===== src/rtl/core/vbls_pkg.sv =====
// ----------------------------------------------------------------------------
// vbls_pkg
// shared constants, codes and types for the bundle list scheduler
// ----------------------------------------------------------------------------
package vbls_pkg;

	// default sizes
	localparam int unsigned DEF_SLOT_COUNT   = 1024;
	localparam int unsigned DEF_MAX_BUNDLES  = 4096;
	localparam int unsigned DEF_ENGINE_COUNT = 5;

	// field widths
	localparam int unsigned SLOT_FIELD_W   = 11;
	localparam int unsigned ENGINE_FIELD_W = 3;
	localparam int unsigned BUNDLE_W       = 12;
	localparam int unsigned COUNT_W        = 13;
	localparam int unsigned LIMIT_W        = 4;
	localparam int unsigned MAX_ENGINES    = 8;

	// configuration port
	localparam int unsigned CFG_COUNT = 5;
	localparam int unsigned PADDR_W   = 5;
	localparam int unsigned PDATA_W   = 32;

	// action codes
	localparam logic ACT_SCHEDULE = 1'b0;
	localparam logic ACT_RESTART  = 1'b1;

	// issue slot limits after reset; engines past the register file stay at one
	localparam logic [LIMIT_W-1:0] RESET_LIMITS [MAX_ENGINES] = '{
		4'd12, 4'd6, 4'd2, 4'd2, 4'd1, 4'd1, 4'd1, 4'd1
	};

	typedef enum logic [2:0] {
		ST_CLEAR,
		ST_IDLE,
		ST_RD_A,
		ST_RD_B,
		ST_RD_D,
		ST_EARLY,
		ST_SCAN,
		ST_COMMIT
	} vbls_state_t;

endpackage


===== src/rtl/core/vbls_cfg.sv =====
// ----------------------------------------------------------------------------
// vbls_cfg
// apb register file holding the per-engine issue slot limits
// ----------------------------------------------------------------------------
module vbls_cfg #(
	parameter int unsigned ENGINE_COUNT = vbls_pkg::DEF_ENGINE_COUNT
) (
	input  logic                                                clk,
	input  logic                                                arst_n,
	input  logic                                                psel,
	input  logic                                                penable,
	input  logic                                                pwrite,
	input  logic [vbls_pkg::PADDR_W-1:0]                        paddr,
	input  logic [vbls_pkg::PDATA_W-1:0]                        pwdata,
	output logic [vbls_pkg::PDATA_W-1:0]                        prdata,
	output logic                                                pready,
	output logic [ENGINE_COUNT-1:0][vbls_pkg::LIMIT_W-1:0]      limits
);
	import vbls_pkg::*;

	localparam int unsigned IDX_W = PADDR_W - 2;

	logic [LIMIT_W-1:0] lim_q [CFG_COUNT];
	logic [IDX_W-1:0]   reg_idx;
	logic               idx_ok;
	logic               wr_en;

	assign reg_idx = paddr[PADDR_W-1:2];
	assign idx_ok  = 32'(reg_idx) < CFG_COUNT;
	assign wr_en   = psel & penable & pwrite;
	assign pready  = 1'b1;

	always_ff @(posedge clk or negedge arst_n) begin
		if (!arst_n) begin
			for (int i = 0; i < CFG_COUNT; i++) begin
				lim_q[i] <= RESET_LIMITS[i];
			end
		end else if (wr_en && idx_ok) begin
			lim_q[reg_idx] <= pwdata[LIMIT_W-1:0];
		end
	end

	always_comb begin
		prdata = '0;
		if (idx_ok) begin
			prdata = PDATA_W'(lim_q[reg_idx]);
		end
	end

	for (genvar e = 0; e < ENGINE_COUNT; e++) begin : g_lim
		if (e < CFG_COUNT) begin : g_reg
			assign limits[e] = lim_q[e];
		end else begin : g_fixed
			assign limits[e] = RESET_LIMITS[e];
		end
	end

endmodule


===== config.mk =====
export PLATFORM = sky130hd
export DESIGN_NAME = vbls_cfg
export DESIGN_NICKNAME = d
export VERILOG_FILES = /design/src/rtl/core/vbls_pkg.sv /design/src/rtl/core/vbls_cfg.sv
export SDC_FILE = /design/constraint.sdc
export NUM_CORES = 1
export LEC_CHECK = 0
export ABC_CLOCK_PERIOD_IN_PS = 1200
export BUFFER_PORTS_ARGS = -buffer_cell sky130_fd_sc_hd__buf_2
export CORE_MARGIN = 10
export CORE_UTILIZATION = 32
export CTS_BUF_LIST = sky130_fd_sc_hd__clkbuf_8
export DETAILED_ROUTE_END_ITERATION = 10
export GPL_TIMING_DRIVEN = 0
export PLACE_DENSITY = 0.63
export SLEW_MARGIN = 20
export SYNTH_ARGS = -nofsm -noshare
export SYNTH_HDL_FRONTEND = slang
export SYNTH_SLANG_ARGS = --single-unit

===== constraint.sdc =====
create_clock -name clk -period 1.2 [get_ports clk]
set_clock_uncertainty 0.05 [all_clocks]
set_input_delay 0.06 -clock clk [delete_from_list [all_inputs] [get_ports clk]]
set_output_delay 0.06 -clock clk [all_outputs]
set_load 0.05 [all_outputs]

Word level (Yosys, flattened, before mapping)
Index checks and enable logic that the tools add are counted.
Operators by class
  magnitude comparators: 3
  muxes and demuxes: 7
  bitwise logic cells: 3
  reductions and logical operators: 2
Operators with widths (count)
  bitwise mux 20 bit: 1
  2-to-1 mux 4 bit: 4
  binary-select mux 4 bit (select 3 bit): 1
  demux 4 bit (select 3 bit): 1
  >= comparator 4 bit, second input constant: 1
  < comparator 4 x 1 -> 1 bit, second input constant: 1
  inverter 3 -> 4 bit: 1
  < comparator 3 bit, second input constant: 1
  AND 1 bit: 2
  logical AND 1 bit: 2
Storage, ports and cells
  flip-flop bits (word level): 20
  input port bits: 42
  output and inout bits: 53
  logic and storage cells: 20

Depth between registers and ports, before layout
Gate-level depths: netlist of the first run.
  word-level depth: 6
  gate-level depth with buffers: 5
  gate-level depth less buffers: 3

Worst setup path after synthesis of the first run
Ideal clock, no wire load.
  kind: reg2out
  start: register lim_q, in the netlist limits[6]
  end: output port prdata[2] (netlist bit)
  data arrival time: 1.949 ns
  path slack: -0.859 ns
  cell stages (with the launch flop): 3
  buffers on the path: 0
  cells stage by stage: dfstp_2 nand2_1 o31ai_1
On the way
  cells in the longest elaborated chain, start to end: 4
Ends and longest elaborated chain
  start, declared: RTL line vbls_cfg.sv:23  | logic [LIMIT_W-1:0] lim_q [CFG_COUNT];
  start signal, assigned by index: RTL line vbls_cfg.sv:36  | lim_q[i] <= RESET_LIMITS[i];
  start signal, assigned by index: RTL line vbls_cfg.sv:39  | lim_q[reg_idx] <= pwdata[LIMIT_W-1:0];
  binary-select mux 4 bit (select 3 bit): RTL line vbls_cfg.sv:46  | prdata = PDATA_W'(lim_q[reg_idx]);
  2-to-1 mux 4 bit (implied by the code) (2 in a row): RTL line vbls_cfg.sv:46
  2-to-1 mux 4 bit: RTL line vbls_cfg.sv:45  | if (idx_ok) begin
  end, declared: RTL line vbls_cfg.sv:15  | output logic [vbls_pkg::PDATA_W-1:0] prdata,
Every way passes these cells. The select of a mux whose other input is x is not followed.

Worst setup path after layout of the first run
  start: register lim_q, in the netlist limits[5]
  end: output port prdata[1] (netlist bit)
Same word-level chain as after synthesis.

==> metrics.md, run 1 <==
| Metric | Value |
|---|---|
| Fillers | roughly 360 |
| Final setup violation count | 4 |
| Reg-to-reg slack, setup | approximately 0.24 ns |
| Post-route DRC | 0 |
| Leading area contributor after synthesis | dfrtp_1 |
| Synth area leaders | dfrtp_1, buf_4, dfstp_2 |
| Comb power frac | 51.9% |
| Mapped Cells | 109 |
| Clock transition at the registers of the reported paths | around 0.070 ns |
| Sequential share of power | approximately a third |
| Pwr Density | around 1600 nW/um2 |
| Yosys warnings | 0 |
| Vias in the first global route | 1030 |
| Sw Ratio | between 40% and 50% |
| Max Cap Violations | 0 |
| Violations in the final reports | negative setup slack |
| Die area | roughly 7000 um2 |
| Most frequent cells in the layout | buf_4, conb_1, buf_2 |
| Fin crit period | about 1.6 ns |
| Initial Util | 33.80% |
| CP peak stage delay | about 0.53 ns |
| Outcome | finished with violations |
| ANT cells | 0 |
| Reg2reg start | limits[0] |
| Final Hold Fails | 0 |
| Total track usage | under 10% |
| Clock power share | between 10% and 20% |
| Crit-path cells | mux2i_1 > or3_1 > nand3_4 > buf_8 |
| Final period utilization | 129.8% |
| Antenna violations before repair | 0 |
| Worst setup margin | -0.3578 ns |
| Power Total | between 0.002 and 0.003 W |
| # IOs | 95 |
| Die width | 82.66 um |
| Number of buffer and inverter stages on the critical path | 1 |
| Pre-CTS WS | -0.4052 ns |
| Worst setup EP type | output port |
| WL/cell | approximately 15 um |
| Leakage Power | 0.9590 nW |
| Die Y | a little over 80 um |
| Core box area | between 3000 and 4000 um2 |
| Worst VDD drop | roughly 0.00091 V |
| Mapped Area | 1256 um2 |
| CTS Buffer Depth | 2 |
| Crit Path Class | flip-flop to output port |
| WP data arrival | 1.45 ns |
| Fin. max-slew vios | 0 |
| Reg2reg path depth | 2 |
| Clock sinks | 20 |
| Via count | roughly 950 |
| Final wirelength | between 3000 and 4000 um |
| Drt first pass iters | 4 |
| Yosys top cell area share | between 20 and 30% |
| Worst Hold Endpoint | limits[17] |
| RSZ-0062 raised after global routing | true |
| Max Freq | approximately 0.64 GHz |
| Layout cells sized above 1 | between 60% and 70% |
| Hold path depth | 2 |
| Setup tns final | -1.138 ns |
| Synthesized area per cell | between 10 and 15 um2 |
| Area delta synth->final | 46.12% |
| Worst EP required | between 1 and 1.5 ns |
| Final nets | 221 |
| Max stage delay cell, worst path | dfstp_2 |
| Internal power | about 0.0016 W |
| Critical path startpoint category | flip-flop |
| Worst Tran Pin Value | roughly 0.69 ns |
| WL met3 | approximately 370 um |
| Final ANT Viol Nets | 0 |
| Vias per cell | between 4 and 5 |
| Initial DRC count | 20 |
| Crit Reg-Reg Endpoint | limits[0] |
| First-pass GRT wire length | about 5100 um |
| Flops & latches, synth | 20 |
| Hold path startpoint | pwdata[1] |
| M1 WL | 1213 um |
| Crit-path max FO | 3 |
| Worst skew pair latency | ~0.25 ns |
| CP top delay family | flip-flops |
| Worst relative slew slack | a little over half |
| Register area | 515.5 um2 |
| CTS root buf | clkbuf_8 |
| Distinct cells, synth | 26 |
| DR WL met2 | around 1700 um |
| RePlAce Congestion | just under 0.8 |
| Tightest Hold Check Type | primary input to flip-flop |
| Overflow left after global routing | 0 |
| CTS tree | yes |
| Top Layer Used | met4 |
| CTS buffer count | 3 |
| Max reg flops | 20 |
| Most common cell after layout, fill and taps aside | buf_4 |
| Pin count of the biggest net entering global routing | 21 |
| H-tree depth | 1 |
| Port bufs | 34 |
| Rows | 22 |
| Post-detail-place hpwl | 2647 um |
| Multi-input logic area | around 700 um2 |
| NetSw | about 0.0013 W |
| Post-synthesis sequential area ratio | between 40% and 50% |
## metal layers
metal	track usage, %	up-vias
li1	-	463
met1	10.14	447
met2	18.06	41
met3	4.212	2
met4	2.007	0
met5	0	-
## how the worst max path moves through the flow
stage | slack (ns) | endpoint | cells after the start | start
3_3_place_gp | -0.41 | limits[4] | 5 | paddr[4]
4_1_cts | -0.38 | prdata[1] | 4 | limits[5]
2_1_floorplan | -0.23 | prdata[1] | 3 | limits[5]
6_report | -0.36 | prdata[1] | 4 | limits[5]
3_5_place_dp | -0.41 | limits[7] | 5 | paddr[4]
5_1_grt | -0.43 | prdata[1] | 4 | limits[5]
## area by class of cell
cell class / instances / area share (%)
multi-input combinational: 83 / 37.90
clock inverter: 1 / 0.2045
timing repair buffer: 38 / 14.11
tap: 48 / 3.272
clock buffer: 3 / 2.249
sequential: 20 / 28.08
buffer: 33 / 14.18
## kinds of logic (layout without fill, tap and decap cells)
kind of cell,count (synthesis),in the layout,synth area share (%)
AO/OA/AOI/OAI,5,5,2.989
buffers and inverters,33,75,19.82
flip-flops,20,20,40.54
multiplexers,27,27,25.10
other,2,29,0.5978
AND/OR/NAND/NOR,22,22,10.96
## power groups by stage
stage / clock network (W) / registers [W] / logic (W)
2_1_floorplan: 0 / 0.00142 / 0.000630
5_1_grt: 0.000501 / 0.000970 / 0.00156
6_report: 0.000443 / 0.000943 / 0.00149
4_1_cts: 0.000466 / 0.000942 / 0.00147
3_3_place_gp: 0 / 0.000952 / 0.00135
3_5_place_dp: 0 / 0.000959 / 0.00136
## cell usage after synthesis, drive strengths merged
| master | n |
|---|---|
| nor2 | 3 |
| nor4 | 1 |
| mux2i | 3 |
| buf | 32 |
| a22oi | 1 |
| dfstp | 7 |
| a2bb2oi | 1 |
| nor2b | 1 |
| or3 | 2 |
| or4 | 1 |
| conb | 2 |
| o21a | 1 |
| nand4b | 1 |
| nand2b | 1 |
| or4b | 1 |
| clkbuf | 1 |
| nand3 | 5 |
| nand2 | 6 |
| dfrtp | 13 |
| mux2 | 24 |
| o22ai | 1 |
| o31ai | 1 |
## per-stage QoR
| step | instance area (um2) | util, % | hold WS (ns) | cells |
|---|---|---|---|---|
| 2_1_floorplan | 1431 | - | -0.2856 | 136 |
| 3_3_place_gp | 1662 | 44.71 | -0.02965 | 218 |
| 3_5_place_dp | 1662 | 44.71 | -0.01384 | 218 |
| 4_1_cts | 1813 | 48.79 | 0.02211 | 226 |
| 5_1_grt | 1836 | 49.39 | 0.02134 | 226 |
| 6_report | 1836 | 49.39 | 0.02527 | 226 |
## worst reg2reg max path: cells and delay by family, from the launching register on
kind | cells | cell delay (ns)
buffers and inverters | 1 | 0.14
muxes | 1 | 0.25
DFF | 1 | 0.41
## what timing repair did
item	CTS	global route
hold buffers	1	0
setup buffers	3	0
resized for setup	20	8
pin swaps	3	2
hold endpoints to repair	13	0
setup endpoints to repair	11	15
Note: power is estimated with default switching activity, not from simulation.
==> run 2: changes to the inputs <==
--- a/config.mk
+++ b/config.mk
@@ -7,12 +7,15 @@
 export LEC_CHECK = 0
 export ABC_CLOCK_PERIOD_IN_PS = 1200
 export BUFFER_PORTS_ARGS = -buffer_cell sky130_fd_sc_hd__buf_2
+export CAP_MARGIN = 20
+export CELL_PAD_IN_SITES_DETAIL_PLACEMENT = 0
+export CELL_PAD_IN_SITES_GLOBAL_PLACEMENT = 1
 export CORE_MARGIN = 10
-export CORE_UTILIZATION = 32
+export CORE_UTILIZATION = 29
 export CTS_BUF_LIST = sky130_fd_sc_hd__clkbuf_8
 export DETAILED_ROUTE_END_ITERATION = 10
 export GPL_TIMING_DRIVEN = 0
-export PLACE_DENSITY = 0.63
+export PLACE_DENSITY = 0.79
 export SLEW_MARGIN = 20
 export SYNTH_ARGS = -nofsm -noshare
 export SYNTH_HDL_FRONTEND = slang
==> run 2 against run 1 <==
- the run still ends with negative setup slack left
- power increased by 2.3%
- first-iteration DRC count is 60% higher
- combinational power about the same
- non-clock buffer count rose by 2
- critical path depth is the same
- sequential power about the same
- worst hold slack better by 0.0067 ns
- critical path type unchanged
==> metrics.md, run 2 (synthesized netlist as in run 1, its figures left out) <==
| Metric | Value |
|---|---|
| Outcome | finished with violations |
| Violations in the final reports | negative setup slack |
| Port bufs | 34 (unchanged) |
| Max Freq | 0.6335 GHz (-1.3%) |
| Worst skew pair latency | 0.26 ns (about the same) |
| Worst Hold Endpoint | limits[17] |
| Initial DRC count | 32 (+60%) |
| Reg2reg start | limits[18] |
| CP peak stage delay | 0.55 ns (+0.02 ns) |
| Most common cell after layout, fill and taps aside | buf_4 |
| Vias per cell | 4.117 (-2.4%) |
| Crit-path max FO | 3 (unchanged) |
| Power Total | 0.002943 W (+2.3%) |
| Initial Util | 30.74% (-3.1 points) |
| Crit Path Class | flip-flop to output port |
| Leakage Power | 0.9792 nW (+2.1%) |
| Reg-to-reg slack, setup | 0.13 ns (-0.11 ns) |
| Overflow left after global routing | 0 (unchanged) |
| Worst EP required | 1.09 ns (about the same) |
| RePlAce Congestion | 0.6854 (-12%) |
| Core box area | 4086 um2 (+10%) |
| Rows | 23 (+4.5%) |
| WL/cell | 14.37 um (-2.6%) |
| Crit-path cells | mux2i_1 > or3_1 > nand3_4 > buf_8 |
| Post-route DRC | 0 (unchanged) |
| Worst setup margin | -0.3785 ns (-0.02072 ns) |
| Tightest Hold Check Type | primary input to flip-flop |
| Final ANT Viol Nets | 0 (unchanged) |
| Clock transition at the registers of the reported paths | 0.07 ns (about the same) |
| Total track usage | 8.922% (-0.91 points) |
| Multi-input logic area | 703.2 um2 (+1.1%) |
| Post-detail-place hpwl | 2618 um (-1.1%) |
| CP top delay family | flip-flops |
| Area delta synth->final | 49.80% |
| Final wirelength | 3304 um (-0.84%) |
| Pwr Density | 1564 nW/um2 (-0.24%) |
| Max Cap Violations | 0 (unchanged) |
| Die width | 85.82 um (+3.8%) |
| Worst setup EP type | output port |
| Pin count of the biggest net entering global routing | 21 (unchanged) |
| CTS root buf | clkbuf_8 |
| Register area | 515.5 um2 (unchanged) |
| Number of buffer and inverter stages on the critical path | 1 (unchanged) |
| Die area | 7364 um2 (+7.8%) |
| CTS Buffer Depth | 2 (unchanged) |
| Worst relative slew slack | 57.27% (+3.7 points) |
| Final Cell Area | 1882 um2 (+2.5%) |
| Worst Tran Pin Value | 0.6357 ns (-0.05445 ns) |
| Max stage delay cell, worst path | dfstp_2 |
| Fin crit period | 1.578 ns (+0.02072 ns) |
| CTS buffer count | 3 (unchanged) |
| Via count | 947 (-0.63%) |
| Most frequent cells in the layout | buf_4, conb_1, buf_2 |
| CTS tree | yes |
| H-tree depth | 1 (unchanged) |
| First-pass GRT wire length | 5313 um (+3.5%) |
| Clock sinks | 20 (unchanged) |
| Antenna violations before repair | 0 (unchanged) |
| Layout cells sized above 1 | 68.33% (+0.92 points) |
| Die Y | 85.82 um (+3.8%) |
| Area after DPL | 1664 um2 (+0.15%) |
| Final setup violation count | 5 (+1) |
| Vias in the first global route | 996 (-3.3%) |
| Setup tns final | -1.168 ns (-0.02974 ns) |
| Reg2reg path depth | 3 (+1) |
| Drt first pass iters | 4 (unchanged) |
| # IOs | 95 (unchanged) |
| Worst VDD drop | 0.0006310 V (-31%) |
| WP data arrival | 1.47 ns (+0.02 ns) |
| Fin. max-slew vios | 0 (unchanged) |
| Fillers | 387 (+9.0%) |
| Critical path startpoint category | flip-flop |
| Final Hold Fails | 0 (unchanged) |
| Final period utilization | 131.5% (+1.7 points) |
| Final nets | 223 (+0.90%) |
| Hold path depth | 2 (unchanged) |
| Final core occ | 46.05% (-3.3 points) |
| RSZ-0062 raised after global routing | true |
| Crit Reg-Reg Endpoint | limits[18] |
| ANT cells | 0 (unchanged) |
| Max reg flops | 20 (unchanged) |
| Hold path startpoint | pwdata[1] |
==> run 2: repair_timing <==
action / 4_1_cts / 5_1_grt
gates resized for setup: 19 / 14
pin swaps: 4 / 4
setup buffers: 1 / 4
hold buffers: 1 / 0
endpoints found under the setup margin: 12 / 16
endpoints found under the hold margin: 13 / 0
==> run 2: cell type report <==
type / count / share of cell area (%)
buffer: 33 / 14.36
clock buffer: 4 / 2.926
multi-input combinational: 83 / 37.37
sequential: 20 / 27.39
tap: 50 / 3.324
timing repair buffer: 40 / 14.63
==> run 2: worst max path at each step <==
stage | slack (ns) | from | depth (start not counted) | to
floorplan | -0.23 | limits[5] | 3 | prdata[1]
global placement | -0.43 | paddr[4] | 5 | limits[4]
detailed placement | -0.45 | paddr[4] | 5 | limits[4]
CTS | -0.39 | limits[5] | 4 | prdata[1]
global route | -0.45 | limits[5] | 4 | prdata[1]
finish | -0.38 | limits[5] | 4 | prdata[1]
==> run 2: routing by layer <==
layer	routed length (um)	global-route usage [%]	vias up
met5	0	0	-
met4	19	2.096	0
met3	441	5.676	2
met2	1510	13.83	42
met1	1332	10.05	436
li1	-	-	467
==> run 2: power breakdown <==
part,switching (W),leakage (nW),internal (W),total [W]
clock network,0.000214,0.0288,0.000292,0.000506
logic,0.000995,0.718,0.000498,0.00149
registers,0.0000982,0.233,0.000846,0.000945
total,0.00131,0.979,0.00164,0.00294
==> run 2: through the flow <==
step                      hold slack [ns]  setup slack [ns]  instances
after floorplan                   -0.2856           -0.2261        136
after global placement           -0.01433           -0.4347        220
after detailed placement        -0.007692           -0.4543        220
after CTS                         0.03234           -0.3914        226
after global routing              0.03771           -0.4526        230
final                             0.03202           -0.3785        230
