`src/rtl/core/vbls_pkg.sv`:
```
// ----------------------------------------------------------------------------
// vbls_pkg
// shared constants, codes and types for the bundle list scheduler
// ----------------------------------------------------------------------------
package vbls_pkg;

	// default sizes
	localparam int unsigned DEF_SLOT_COUNT   = 1024;
	localparam int unsigned DEF_MAX_BUNDLES  = 4096;
	localparam int unsigned DEF_ENGINE_COUNT = 5;

	// field widths
	localparam int unsigned SLOT_FIELD_W   = 11;
	localparam int unsigned ENGINE_FIELD_W = 3;
	localparam int unsigned BUNDLE_W       = 12;
	localparam int unsigned COUNT_W        = 13;
	localparam int unsigned LIMIT_W        = 4;
	localparam int unsigned MAX_ENGINES    = 8;

	// configuration port
	localparam int unsigned CFG_COUNT = 5;
	localparam int unsigned PADDR_W   = 5;
	localparam int unsigned PDATA_W   = 32;

	// action codes
	localparam logic ACT_SCHEDULE = 1'b0;
	localparam logic ACT_RESTART  = 1'b1;

	// issue slot limits after reset; engines past the register file stay at one
	localparam logic [LIMIT_W-1:0] RESET_LIMITS [MAX_ENGINES] = '{
		4'd12, 4'd6, 4'd2, 4'd2, 4'd1, 4'd1, 4'd1, 4'd1
	};

	typedef enum logic [2:0] {
		ST_CLEAR,
		ST_IDLE,
		ST_RD_A,
		ST_RD_B,
		ST_RD_D,
		ST_EARLY,
		ST_SCAN,
		ST_COMMIT
	} vbls_state_t;

endpackage

```
`src/rtl/core/vbls_ctrl.sv`:
```
// ----------------------------------------------------------------------------
// vbls_ctrl
// sequencer: clears both rams, reads last writers, scans bundle usage, commits and emits
// ----------------------------------------------------------------------------
module vbls_ctrl #(
	parameter int unsigned SLOT_COUNT   = vbls_pkg::DEF_SLOT_COUNT,
	parameter int unsigned MAX_BUNDLES  = vbls_pkg::DEF_MAX_BUNDLES,
	parameter int unsigned ENGINE_COUNT = vbls_pkg::DEF_ENGINE_COUNT,
	localparam int unsigned SW = (SLOT_COUNT > 1) ? $clog2(SLOT_COUNT) : 1,
	localparam int unsigned BW = (MAX_BUNDLES > 1) ? $clog2(MAX_BUNDLES) : 1,
	localparam int unsigned RW = ENGINE_COUNT * vbls_pkg::LIMIT_W
) (
	input  logic                                           clk,
	input  logic                                           arst_n,
	input  logic                                           op_valid,
	output logic                                           op_stall,
	input  logic                                           action,
	input  logic [vbls_pkg::ENGINE_FIELD_W-1:0]            engine,
	input  logic signed [vbls_pkg::SLOT_FIELD_W-1:0]       dest_slot,
	input  logic signed [vbls_pkg::SLOT_FIELD_W-1:0]       src_a_slot,
	input  logic signed [vbls_pkg::SLOT_FIELD_W-1:0]       src_b_slot,
	output logic                                           res_valid,
	input  logic                                           res_stall,
	output logic [vbls_pkg::BUNDLE_W-1:0]                  bundle,
	output logic [vbls_pkg::COUNT_W-1:0]                   bundle_count,
	output logic                                           overflow,
	input  logic [ENGINE_COUNT-1:0][vbls_pkg::LIMIT_W-1:0] limits,
	output logic                                           lw_we,
	output logic [SW-1:0]                                  lw_waddr,
	output logic [BW:0]                                    lw_wdata,
	output logic [SW-1:0]                                  lw_raddr,
	input  logic [BW:0]                                    lw_rdata,
	output logic                                           use_we,
	output logic [BW-1:0]                                  use_waddr,
	output logic [RW-1:0]                                  use_wdata,
	output logic [BW-1:0]                                  use_raddr,
	input  logic [RW-1:0]                                  use_rdata
);
	import vbls_pkg::*;

	localparam int unsigned CW = BW + 1;
	localparam int unsigned EW = (ENGINE_COUNT > 1) ? $clog2(ENGINE_COUNT) : 1;
	localparam int unsigned CLR_DEPTH = (SLOT_COUNT > MAX_BUNDLES) ? SLOT_COUNT : MAX_BUNDLES;
	localparam int unsigned CLRW = $clog2(CLR_DEPTH);

	typedef logic [ENGINE_COUNT-1:0][LIMIT_W-1:0] row_t;

	vbls_state_t state_q, state_d;

	logic [CLRW-1:0]   clr_q;
	logic              restart_q;
	logic [EW-1:0]     eng_q;
	logic              d_v_q, a_v_q, b_v_q;
	logic [SW-1:0]     d_q, a_q, b_q;
	logic              a_w_q, b_w_q, d_w_q;
	logic [BW-1:0]     a_wb_q, b_wb_q, d_wb_q;
	logic [CW-1:0]     earliest_q;
	logic [CW-1:0]     scan_q;
	logic              chk_v_s1;
	logic [CW-1:0]     chk_nb_s1;
	logic [CW-1:0]     place_q;
	row_t              row_q;
	logic              ovf_q;
	logic [CW-1:0]     bu_q;
	logic              res_valid_q;
	logic [BW-1:0]     res_bundle_q;
	logic [CW-1:0]     res_count_q;
	logic              res_ovf_q;

	logic              d_ok, a_ok, b_ok;
	logic [EW-1:0]     eng_c;
	row_t              use_row;
	row_t              row_inc;
	row_t              row_new;
	logic              hit;
	logic              more;
	logic              commit_go;
	logic [CW-1:0]     ea, eb;
	logic [CW-1:0]     new_place;
	logic [CW-1:0]     bu_next;

	// slot decode: sign bit or out of range means none
	assign d_ok = !dest_slot[SLOT_FIELD_W-1] && (32'(dest_slot[SLOT_FIELD_W-2:0]) < SLOT_COUNT);
	assign a_ok = !src_a_slot[SLOT_FIELD_W-1] && (32'(src_a_slot[SLOT_FIELD_W-2:0]) < SLOT_COUNT);
	assign b_ok = !src_b_slot[SLOT_FIELD_W-1] && (32'(src_b_slot[SLOT_FIELD_W-2:0]) < SLOT_COUNT);
	assign eng_c = (32'(engine) >= ENGINE_COUNT) ? EW'(ENGINE_COUNT - 1) : EW'(engine);

	assign use_row = row_t'(use_rdata);

	always_comb begin
		row_inc = use_row;
		row_inc[eng_q] = use_row[eng_q] + LIMIT_W'(1);
		row_new = '0;
		row_new[eng_q] = LIMIT_W'(1);
	end

	assign hit = (use_row[eng_q] < limits[eng_q])
		&& !(d_w_q && (CW'(d_wb_q) == chk_nb_s1))
		&& !(a_w_q && (CW'(a_wb_q) == chk_nb_s1))
		&& !(b_w_q && (CW'(b_wb_q) == chk_nb_s1));
	assign more = scan_q < bu_q;
	assign commit_go = !res_valid_q || !res_stall;

	assign ea = a_w_q ? (CW'(a_wb_q) + CW'(1)) : '0;
	assign eb = b_w_q ? (CW'(b_wb_q) + CW'(1)) : '0;
	assign new_place = (bu_q > earliest_q) ? bu_q : earliest_q;
	assign bu_next = (place_q >= bu_q) ? (place_q + CW'(1)) : bu_q;

	// next state
	always_comb begin
		state_d = state_q;
		unique case (state_q)
			ST_CLEAR: begin
				if (32'(clr_q) == CLR_DEPTH - 1) begin
					state_d = restart_q ? ST_COMMIT : ST_IDLE;
				end
			end
			ST_IDLE: begin
				if (op_valid) begin
					state_d = (action == ACT_RESTART) ? ST_CLEAR : ST_RD_A;
				end
			end
			ST_RD_A:  state_d = ST_RD_B;
			ST_RD_B:  state_d = ST_RD_D;
			ST_RD_D:  state_d = ST_EARLY;
			ST_EARLY: state_d = ST_SCAN;
			ST_SCAN: begin
				if ((chk_v_s1 && hit) || (!chk_v_s1 && !more)) begin
					state_d = ST_COMMIT;
				end
			end
			ST_COMMIT: begin
				if (commit_go) begin
					state_d = ST_IDLE;
				end
			end
		endcase
	end

	// memory ports and handshake
	always_comb begin
		op_stall  = 1'b1;
		lw_we     = 1'b0;
		lw_waddr  = d_q;
		lw_wdata  = {1'b1, place_q[BW-1:0]};
		lw_raddr  = d_q;
		use_we    = 1'b0;
		use_waddr = place_q[BW-1:0];
		use_wdata = RW'(row_q);
		use_raddr = scan_q[BW-1:0];
		unique case (state_q)
			ST_CLEAR: begin
				lw_we     = 32'(clr_q) < SLOT_COUNT;
				lw_waddr  = clr_q[SW-1:0];
				lw_wdata  = '0;
				use_we    = 32'(clr_q) < MAX_BUNDLES;
				use_waddr = clr_q[BW-1:0];
				use_wdata = '0;
			end
			ST_IDLE:  op_stall = 1'b0;
			ST_RD_A:  lw_raddr = a_q;
			ST_RD_B:  lw_raddr = b_q;
			ST_RD_D:  lw_raddr = d_q;
			ST_EARLY: lw_raddr = d_q;
			ST_SCAN:  lw_raddr = d_q;
			ST_COMMIT: begin
				use_we = commit_go && !restart_q && !ovf_q;
				lw_we  = commit_go && !restart_q && !ovf_q && d_v_q;
			end
		endcase
	end

	// control state
	always_ff @(posedge clk or negedge arst_n) begin
		if (!arst_n) begin
			state_q     <= ST_CLEAR;
			clr_q       <= '0;
			restart_q   <= 1'b0;
			bu_q        <= '0;
			chk_v_s1    <= 1'b0;
			res_valid_q <= 1'b0;
		end else begin
			state_q <= state_d;
			if (state_q == ST_CLEAR) begin
				clr_q <= clr_q + CLRW'(1);
			end
			if (state_q == ST_IDLE && op_valid) begin
				restart_q <= action == ACT_RESTART;
				if (action == ACT_RESTART) begin
					clr_q <= '0;
					bu_q  <= '0;
				end
			end
			if (state_q == ST_EARLY) begin
				chk_v_s1 <= 1'b0;
			end else if (state_q == ST_SCAN) begin
				if (chk_v_s1 && hit) begin
					chk_v_s1 <= 1'b0;
				end else begin
					chk_v_s1 <= more;
				end
			end
			if (state_q == ST_COMMIT && commit_go) begin
				res_valid_q <= 1'b1;
				restart_q   <= 1'b0;
				if (!restart_q && !ovf_q) begin
					bu_q <= bu_next;
				end
			end else if (res_valid_q && !res_stall) begin
				res_valid_q <= 1'b0;
			end
		end
	end

	// datapath
	always_ff @(posedge clk) begin
		unique case (state_q)
			ST_IDLE: begin
				eng_q <= eng_c;
				d_v_q <= d_ok;
				a_v_q <= a_ok;
				b_v_q <= b_ok;
				d_q   <= SW'(dest_slot[SLOT_FIELD_W-2:0]);
				a_q   <= SW'(src_a_slot[SLOT_FIELD_W-2:0]);
				b_q   <= SW'(src_b_slot[SLOT_FIELD_W-2:0]);
			end
			ST_RD_B: begin
				a_w_q  <= a_v_q && lw_rdata[BW];
				a_wb_q <= lw_rdata[BW-1:0];
			end
			ST_RD_D: begin
				b_w_q  <= b_v_q && lw_rdata[BW];
				b_wb_q <= lw_rdata[BW-1:0];
			end
			ST_EARLY: begin
				d_w_q      <= d_v_q && lw_rdata[BW];
				d_wb_q     <= lw_rdata[BW-1:0];
				earliest_q <= (ea > eb) ? ea : eb;
				scan_q     <= (ea > eb) ? ea : eb;
			end
			ST_SCAN: begin
				if (chk_v_s1 && hit) begin
					place_q <= chk_nb_s1;
					row_q   <= row_inc;
					ovf_q   <= 1'b0;
				end else if (more) begin
					chk_nb_s1 <= scan_q;
					scan_q    <= scan_q + CW'(1);
				end else if (!chk_v_s1) begin
					// no room in an open bundle: open one at the end
					place_q <= new_place;
					row_q   <= row_new;
					ovf_q   <= 32'(new_place) >= MAX_BUNDLES;
				end
			end
			ST_COMMIT: begin
				if (commit_go) begin
					if (restart_q) begin
						res_bundle_q <= '0;
						res_count_q  <= '0;
						res_ovf_q    <= 1'b0;
					end else if (ovf_q) begin
						res_bundle_q <= '0;
						res_count_q  <= bu_q;
						res_ovf_q    <= 1'b1;
					end else begin
						res_bundle_q <= place_q[BW-1:0];
						res_count_q  <= bu_next;
						res_ovf_q    <= 1'b0;
					end
				end
			end
			ST_CLEAR, ST_RD_A: begin
			end
		endcase
	end

	assign res_valid    = res_valid_q;
	assign bundle       = BUNDLE_W'(res_bundle_q);
	assign bundle_count = COUNT_W'(res_count_q);
	assign overflow     = res_ovf_q;

	a_bu_bound: assert property (@(posedge clk) disable iff (!arst_n)
		32'(bu_q) <= MAX_BUNDLES)
		else $error("bundles used past capacity");

	a_clear_stalls: assert property (@(posedge clk) disable iff (!arst_n)
		state_q == ST_CLEAR |-> op_stall)
		else $error("word accepted during clearing pass");

	a_scan_in_range: assert property (@(posedge clk) disable iff (!arst_n)
		(state_q == ST_SCAN && chk_v_s1) |-> (chk_nb_s1 < bu_q && chk_nb_s1 >= earliest_q))
		else $error("scan checks a bundle outside the open range");

	a_place_earliest: assert property (@(posedge clk) disable iff (!arst_n)
		(state_q == ST_COMMIT && !restart_q && !ovf_q) |-> place_q >= earliest_q)
		else $error("operation placed before its sources are written");

endmodule

```
`config.mk`:
```
export PLATFORM = sky130hd
export DESIGN_NAME = vbls_ctrl
export DESIGN_NICKNAME = d
export VERILOG_FILES = /design/src/rtl/core/vbls_pkg.sv /design/src/rtl/core/vbls_ctrl.sv
export SDC_FILE = /design/constraint.sdc
export NUM_CORES = 1
export LEC_CHECK = 0
export ABC_AREA = 0
export BUFFER_PORTS_ARGS = -buffer_cell sky130_fd_sc_hd__buf_2
export CAP_MARGIN = 20
export CORE_ASPECT_RATIO = 1.1
export CORE_MARGIN = 4
export CORE_UTILIZATION = 50
export DETAILED_ROUTE_END_ITERATION = 16
export GPL_ROUTABILITY_DRIVEN = 0
export GPL_TIMING_DRIVEN = 0
export MAX_ROUTING_LAYER = met4
export PLACE_DENSITY = 0.73
export SKIP_CTS_REPAIR_TIMING = 1
export SLEW_MARGIN = 20
export SYNTH_ARGS = -nofsm -noshare
export SYNTH_HDL_FRONTEND = slang
export SYNTH_SLANG_ARGS = --single-unit
```
`constraint.sdc`:
```
create_clock -name clk -period 10.5 [get_ports clk]
set_input_delay 1.575 -clock clk [delete_from_list [all_inputs] [get_ports clk]]
set_output_delay 1.575 -clock clk [all_outputs]
set_load 0.02 [all_outputs]
```
Word level (Yosys, flattened, before mapping). Index checks and enable logic that the tools add are counted.

Reduce and logical (&&, ||, !) cells: 43. Add/subtract/negate cells: 6. Muxes and demuxes: 54. Order comparisons: 10. Bitwise operators: 1. Equal/unequal tests: 19.

Operators with widths (count): 13-bit 2-to-1 mux (16); 20-bit 2-to-1 mux (4); 12-bit 2-to-1 mux (4); 12-bit by 13-bit equality test with 1-bit output (3); 12-bit by 1-bit adder with 13-bit output (second input constant) (2); 13-bit by 1-bit adder with 13-bit output (second input constant) (2); 13-bit greater-than comparator (2); 13-bit one-hot mux with 2 select lines (1); 4-bit binary-select mux with 3-bit select (2); 3-bit one-hot mux with 8 select lines (1); 20-bit bitwise mux (1); 10-bit one-hot mux with 2 select lines (1); 1-bit logical AND (19); 3-bit 2-to-1 mux (5); 13-bit greater-or-equal comparator (1); 13-bit greater-or-equal comparator (second input constant) (1); 13-bit less-than comparator (1); 12-bit by 1-bit adder with 12-bit output (second input constant) (1); 4-bit demux with 3-bit select (1); 12-bit equality test (second input constant) (1); 3-bit equality test (second input constant) (4); 1-bit zero test (12); 12-bit by 11-bit less-than comparator with 1-bit output (second input constant) (1); 4-bit 2-to-1 mux (3); other kinds (21) (44).

Output and inout port bits: 107. Register bits: 205. Input bits: 94. Word-level logic and storage cells: 165.

Depth between registers and ports, before layout.
Depth after elaboration: 10. Gate-level depth with buffers: 14. Mapped depth without buffers: 13.

Least setup slack after synthesis. No wires, ideal clock.

Path type: input -> register. From: in use_rdata[15]. To: reg ovf_q (enable). Arrival time: 5060 ps. Setup slack: 5003 ps. Setup time: 437 ps. Cell stages on the path: 9. Cell sequence: mux4_2 -> a22o_1 -> buf_4 -> ha_1 -> a21oi_1 -> nand4_1 -> or2_1 -> buf_6 -> a21oi_1.

Word-level cells in the longest chain between the ends: 9. Elaborated cells on any way between the ends: 10. Classes of those cells: order compare (1); eq/ne (2); mux (2); reduce/logical (5).

Ends and longest elaborated chain: from (decl) (line vbls_ctrl.sv:37) `input logic [RW-1:0] use_rdata`; 4-bit binary-select mux with 3-bit select (*) (line vbls_ctrl.sv:97) `assign hit = (use_row[eng_q] < limits[eng_q])`; 4-bit 2-to-1 mux (not written as such) (*) (line vbls_ctrl.sv:97); 4-bit less-than comparator (*) (line vbls_ctrl.sv:97); 1-bit logical AND (*) (line vbls_ctrl.sv:98) `&& !(d_w_q && (CW'(d_wb_q) == chk_nb_s1))`; 1-bit logical AND (*) (line vbls_ctrl.sv:99) `&& !(a_w_q && (CW'(a_wb_q) == chk_nb_s1))`; 1-bit logical AND (*) (line vbls_ctrl.sv:100) `&& !(b_w_q && (CW'(b_wb_q) == chk_nb_s1));`; 1-bit logical AND (*) (line vbls_ctrl.sv:242) `if (chk_v_s1 && hit) begin`; 2-bit by 1-bit != test with 1-bit output (no source line); 3-bit AND reduction (no source line) (*); to (signal assigned) (line vbls_ctrl.sv:245) `ovf_q <= 1'b0;`; to (signal assigned) (line vbls_ctrl.sv:253) `ovf_q <= 32'(new_place) >= MAX_BUNDLES;`; to (decl) (line vbls_ctrl.sv:63) `logic ovf_q;`.

Mark *: on every way between the ends. The rest lies on a longest branch, timed or not. The select of a mux whose other input is x is not followed. A chain may end at the register's enable or synchronous reset.

Worst setup path in the final report.
From: reg state_q[2]. To: out lw_we.

Word-level cells in the longest chain between the ends: 2. Elaborated cells on any way between the ends: 3. Classes of those cells: eq/ne (1); mux (1); reduce/logical (1).

Ends and longest elaborated chain: from (decl) (line vbls_ctrl.sv:48) `vbls_state_t state_q, state_d;`; from (signal assigned) (line vbls_ctrl.sv:183) `state_q <= state_d;`; 3-bit equality test or 3-bit zero test (tied branches) (line vbls_ctrl.sv:151) `unique case (state_q)`; 1-bit one-hot mux with 2 select lines (*) (line vbls_ctrl.sv:151); to (decl) (line vbls_ctrl.sv:28) `output logic lw_we,`.

Mark *: on every way between the ends. The rest lies on a longest branch, timed or not.

==> metrics <==
most common cell after layout, fill and taps aside buf_2; Max FO, Critical Path 10; Max Slew Vio Count 0; min-delay src res_valid; full die area 26300 um^2; reg2reg path depth 11; WHS Endpoint res_valid; Post-Syn Area 11900 um^2; Post-Syn Instances 1144; CP cell instances clkbuf_1 -> nor3_1 -> clkbuf_1 -> clkinv_1 -> clkbuf_1 -> o31ai_1 -> buf_2; asr flop ratio synth 15.1%; Util after Layout 61.3%; sequential share of the synthesized area 50.5%; crit path DAT 3.21 ns; critical path required time 8.93 ns; vias in the first global route 9269; nets 1527; DR vias 9539; Port Buf Inserts 200; Avg WL per Cell 18.7 um; final worst-path cycle share 45.6%; first-pass GRT wire length 49200 um; Pleak 6.03 nW; Worst-Skew Late Latency 0.53 ns; YS warnings 0; Final Skew 0.0234 ns; DP HPWL 24500 um; largest net degree at the start of global routing 32; hold path cells 2; Setup-failing EPs final 0; Post-synth EDFFs 174; core box area 23100 um^2; CTS tree built; clk slew on worst S/H paths 0.07 ns; syn_area_per_cell 10.4 um^2; R2R Path End row_q[5]; clk sinks 205; initial antenna violation count 0; # fillers 1956; synthesized net count 1298; Antenna Nets Post-Route 0; IO Pins 201; worst slew pin tran 1.01 ns; Rel. slew slack 32.2%; Area growth syn-to-layout 19.4%; post-place instance area 13400 um^2; most frequent cells in the layout 208 x buf_2, 174 x edfxtp_1, 160 x nand2_1; PwrDens 288 nW/um^2; drt pass-1 iters 5; H-tree levels 1; post-place setup slack 5.45 ns; Die H 170 um; Post-Layout Cell Count 1690; critical path class flop to output pin; Max Cap Viol 0; diodes inserted 0; dominant synthesized flop cell edfxtp_1; final instance area 14200 um^2; crit start category flop; Power Total 4.09 mW; placed cells 1648; total CTS buffers 23; Die W 155 um; final WL 31500 um; grt total ovfl 0; Final TNS setup 0 ns; GRT Overall Usage 24.0%; deepest clock path buffer count 3; worst hold path class flop to flop; Via-to-Cell Ratio 5.64; Synth cell types 56; #FFs+latches synth 205; crit path buf inv count 5; cell family with the largest share of critical-path delay buffers and inverters; drt drc 0; Std-Cell Rows 58; CP max stage cell clkbuf_1; Fmax 209 MHz; RSZ-0062 raised after global routing false; CP endpoint kind output pin; layout cells sized above 1 20.9%; Worst VDD drop 183 uV; reg-to-reg setup timing slack 6.39 ns; Root Driver clkbuf_16; outcome finished clean; 1st-iter DRT viols 631; shortest period the worst path allows 4.79 ns; Initial Util 51.3%; Final Worst Setup Slack 5.71 ns; r2r startpoint eng_q[0]; count of final hold-check violations 0; Critical Path Max Stage Delay 0.45 ns; CP most frequent cell clkbuf_1; hold slack 0.499 ns
cell families (layout without fill, tap and decap cells):
kind of cell | after synthesis | after routing | share of synthesized area, %
AND/OR/NAND/NOR | 424 | 424 | 17.2
flip-flops | 205 | 205 | 50.5
adder cells (fa/ha/maj) | 60 | 60 | 6.32
AO/OA/AOI/OAI | 185 | 185 | 9.98
buffers and inverters | 129 | 375 | 4.82
multiplexers | 55 | 55 | 4.84
XOR/XNOR | 86 | 86 | 6.34
worst max path at each step:
stage,startpoint,endpoint,slack [ns],cells past startpoint
2_1_floorplan,use_rdata[15],ovf_q,5.00,9
3_3_place_gp,use_rdata[15],place_q[5],3.65,10
3_5_place_dp,use_rdata[6],row_q[5],5.45,13
4_1_cts,state_q[2],lw_we,5.80,7
5_1_grt,state_q[2],lw_we,5.54,7
6_report,state_q[2],lw_we,5.71,7
flip-flops by register name (all words and copies together) (netlist names), 3 cells and up:
signal,flops
b_wb_q,12
bundle_count,13
state_q,3
clr_q,12
earliest_q,13
bu_q,13
d_wb_q,12
row_q,20
bundle,12
a_wb_q,12
chk_nb_s1,13
eng_q,3
place_q,13
d_q,10
scan_q,13
b_q,10
a_q,10
power breakdown:
part,internal [mW],total [mW],switching (mW)
combinational,0.665,1.79,1.13
clock,0.529,0.866,0.337
sequential,1.22,1.43,0.209
total,2.41,4.09,1.68
routing by layer:
| layer | vias to the layer above | GRT usage, % | part of all wire [%] |
|---|---|---|---|
| met4 | 0 | 6.99 | 3.0 |
| li1 | 4564 | - | - |
| met5 | - | - | 0 |
| met2 | 351 | 41.4 | 50 |
| met1 | 4556 | 29.6 | 41 |
| met3 | 68 | 3.47 | 6.5 |
synthesized netlist by cell type (7+ instances only):
master / count / area [um^2]
xor2_1: 67 / 587
edfxtp_1: 174 / 5230
nor3_1: 39 / 195
nand2_1: 160 / 601
dfrtp_1: 31 / 776
nand3_1: 38 / 190
a21oi_1: 62 / 310
inv_1: 65 / 244
xnor2_1: 19 / 166
nor2b_1: 7 / 43.8
buf_2: 8 / 40.0
or2_2: 9 / 56.3
ha_1: 60 / 751
a211oi_1: 17 / 128
or3_1: 13 / 81.3
a31oi_1: 7 / 43.8
clkbuf_1: 32 / 120
buf_4: 15 / 113
and2_1: 43 / 269
and3_1: 7 / 43.8
a21o_1: 12 / 90.1
nand4_1: 25 / 156
o31a_1: 7 / 61.3
nor4_1: 14 / 87.6
nor2_1: 51 / 191
mux2i_1: 53 / 531
o21ai_0: 33 / 165
worst min-delay path: cells and delay by family, from the launching register on:
family / cells / cell delay [ns]
flops: 1 / 0.34
simple gates: 2 / 0.13
final cells by class:
| type | count | area [um^2] | share of cell area [%] |
|---|---|---|---|
| plain buffers | 63 | 327 | 2.30 |
| clock buffers | 26 | 587 | 4.14 |
| clock inverters | 16 | 224 | 1.58 |
| inverters | 66 | 248 | 1.75 |
| multi-input cells | 810 | 5350 | 37.7 |
| flip-flops and latches | 205 | 6000 | 42.3 |
| well taps | 300 | 375 | 2.65 |
| repair buffers | 204 | 1070 | 7.55 |
Power figures use the tool's default switching activity.
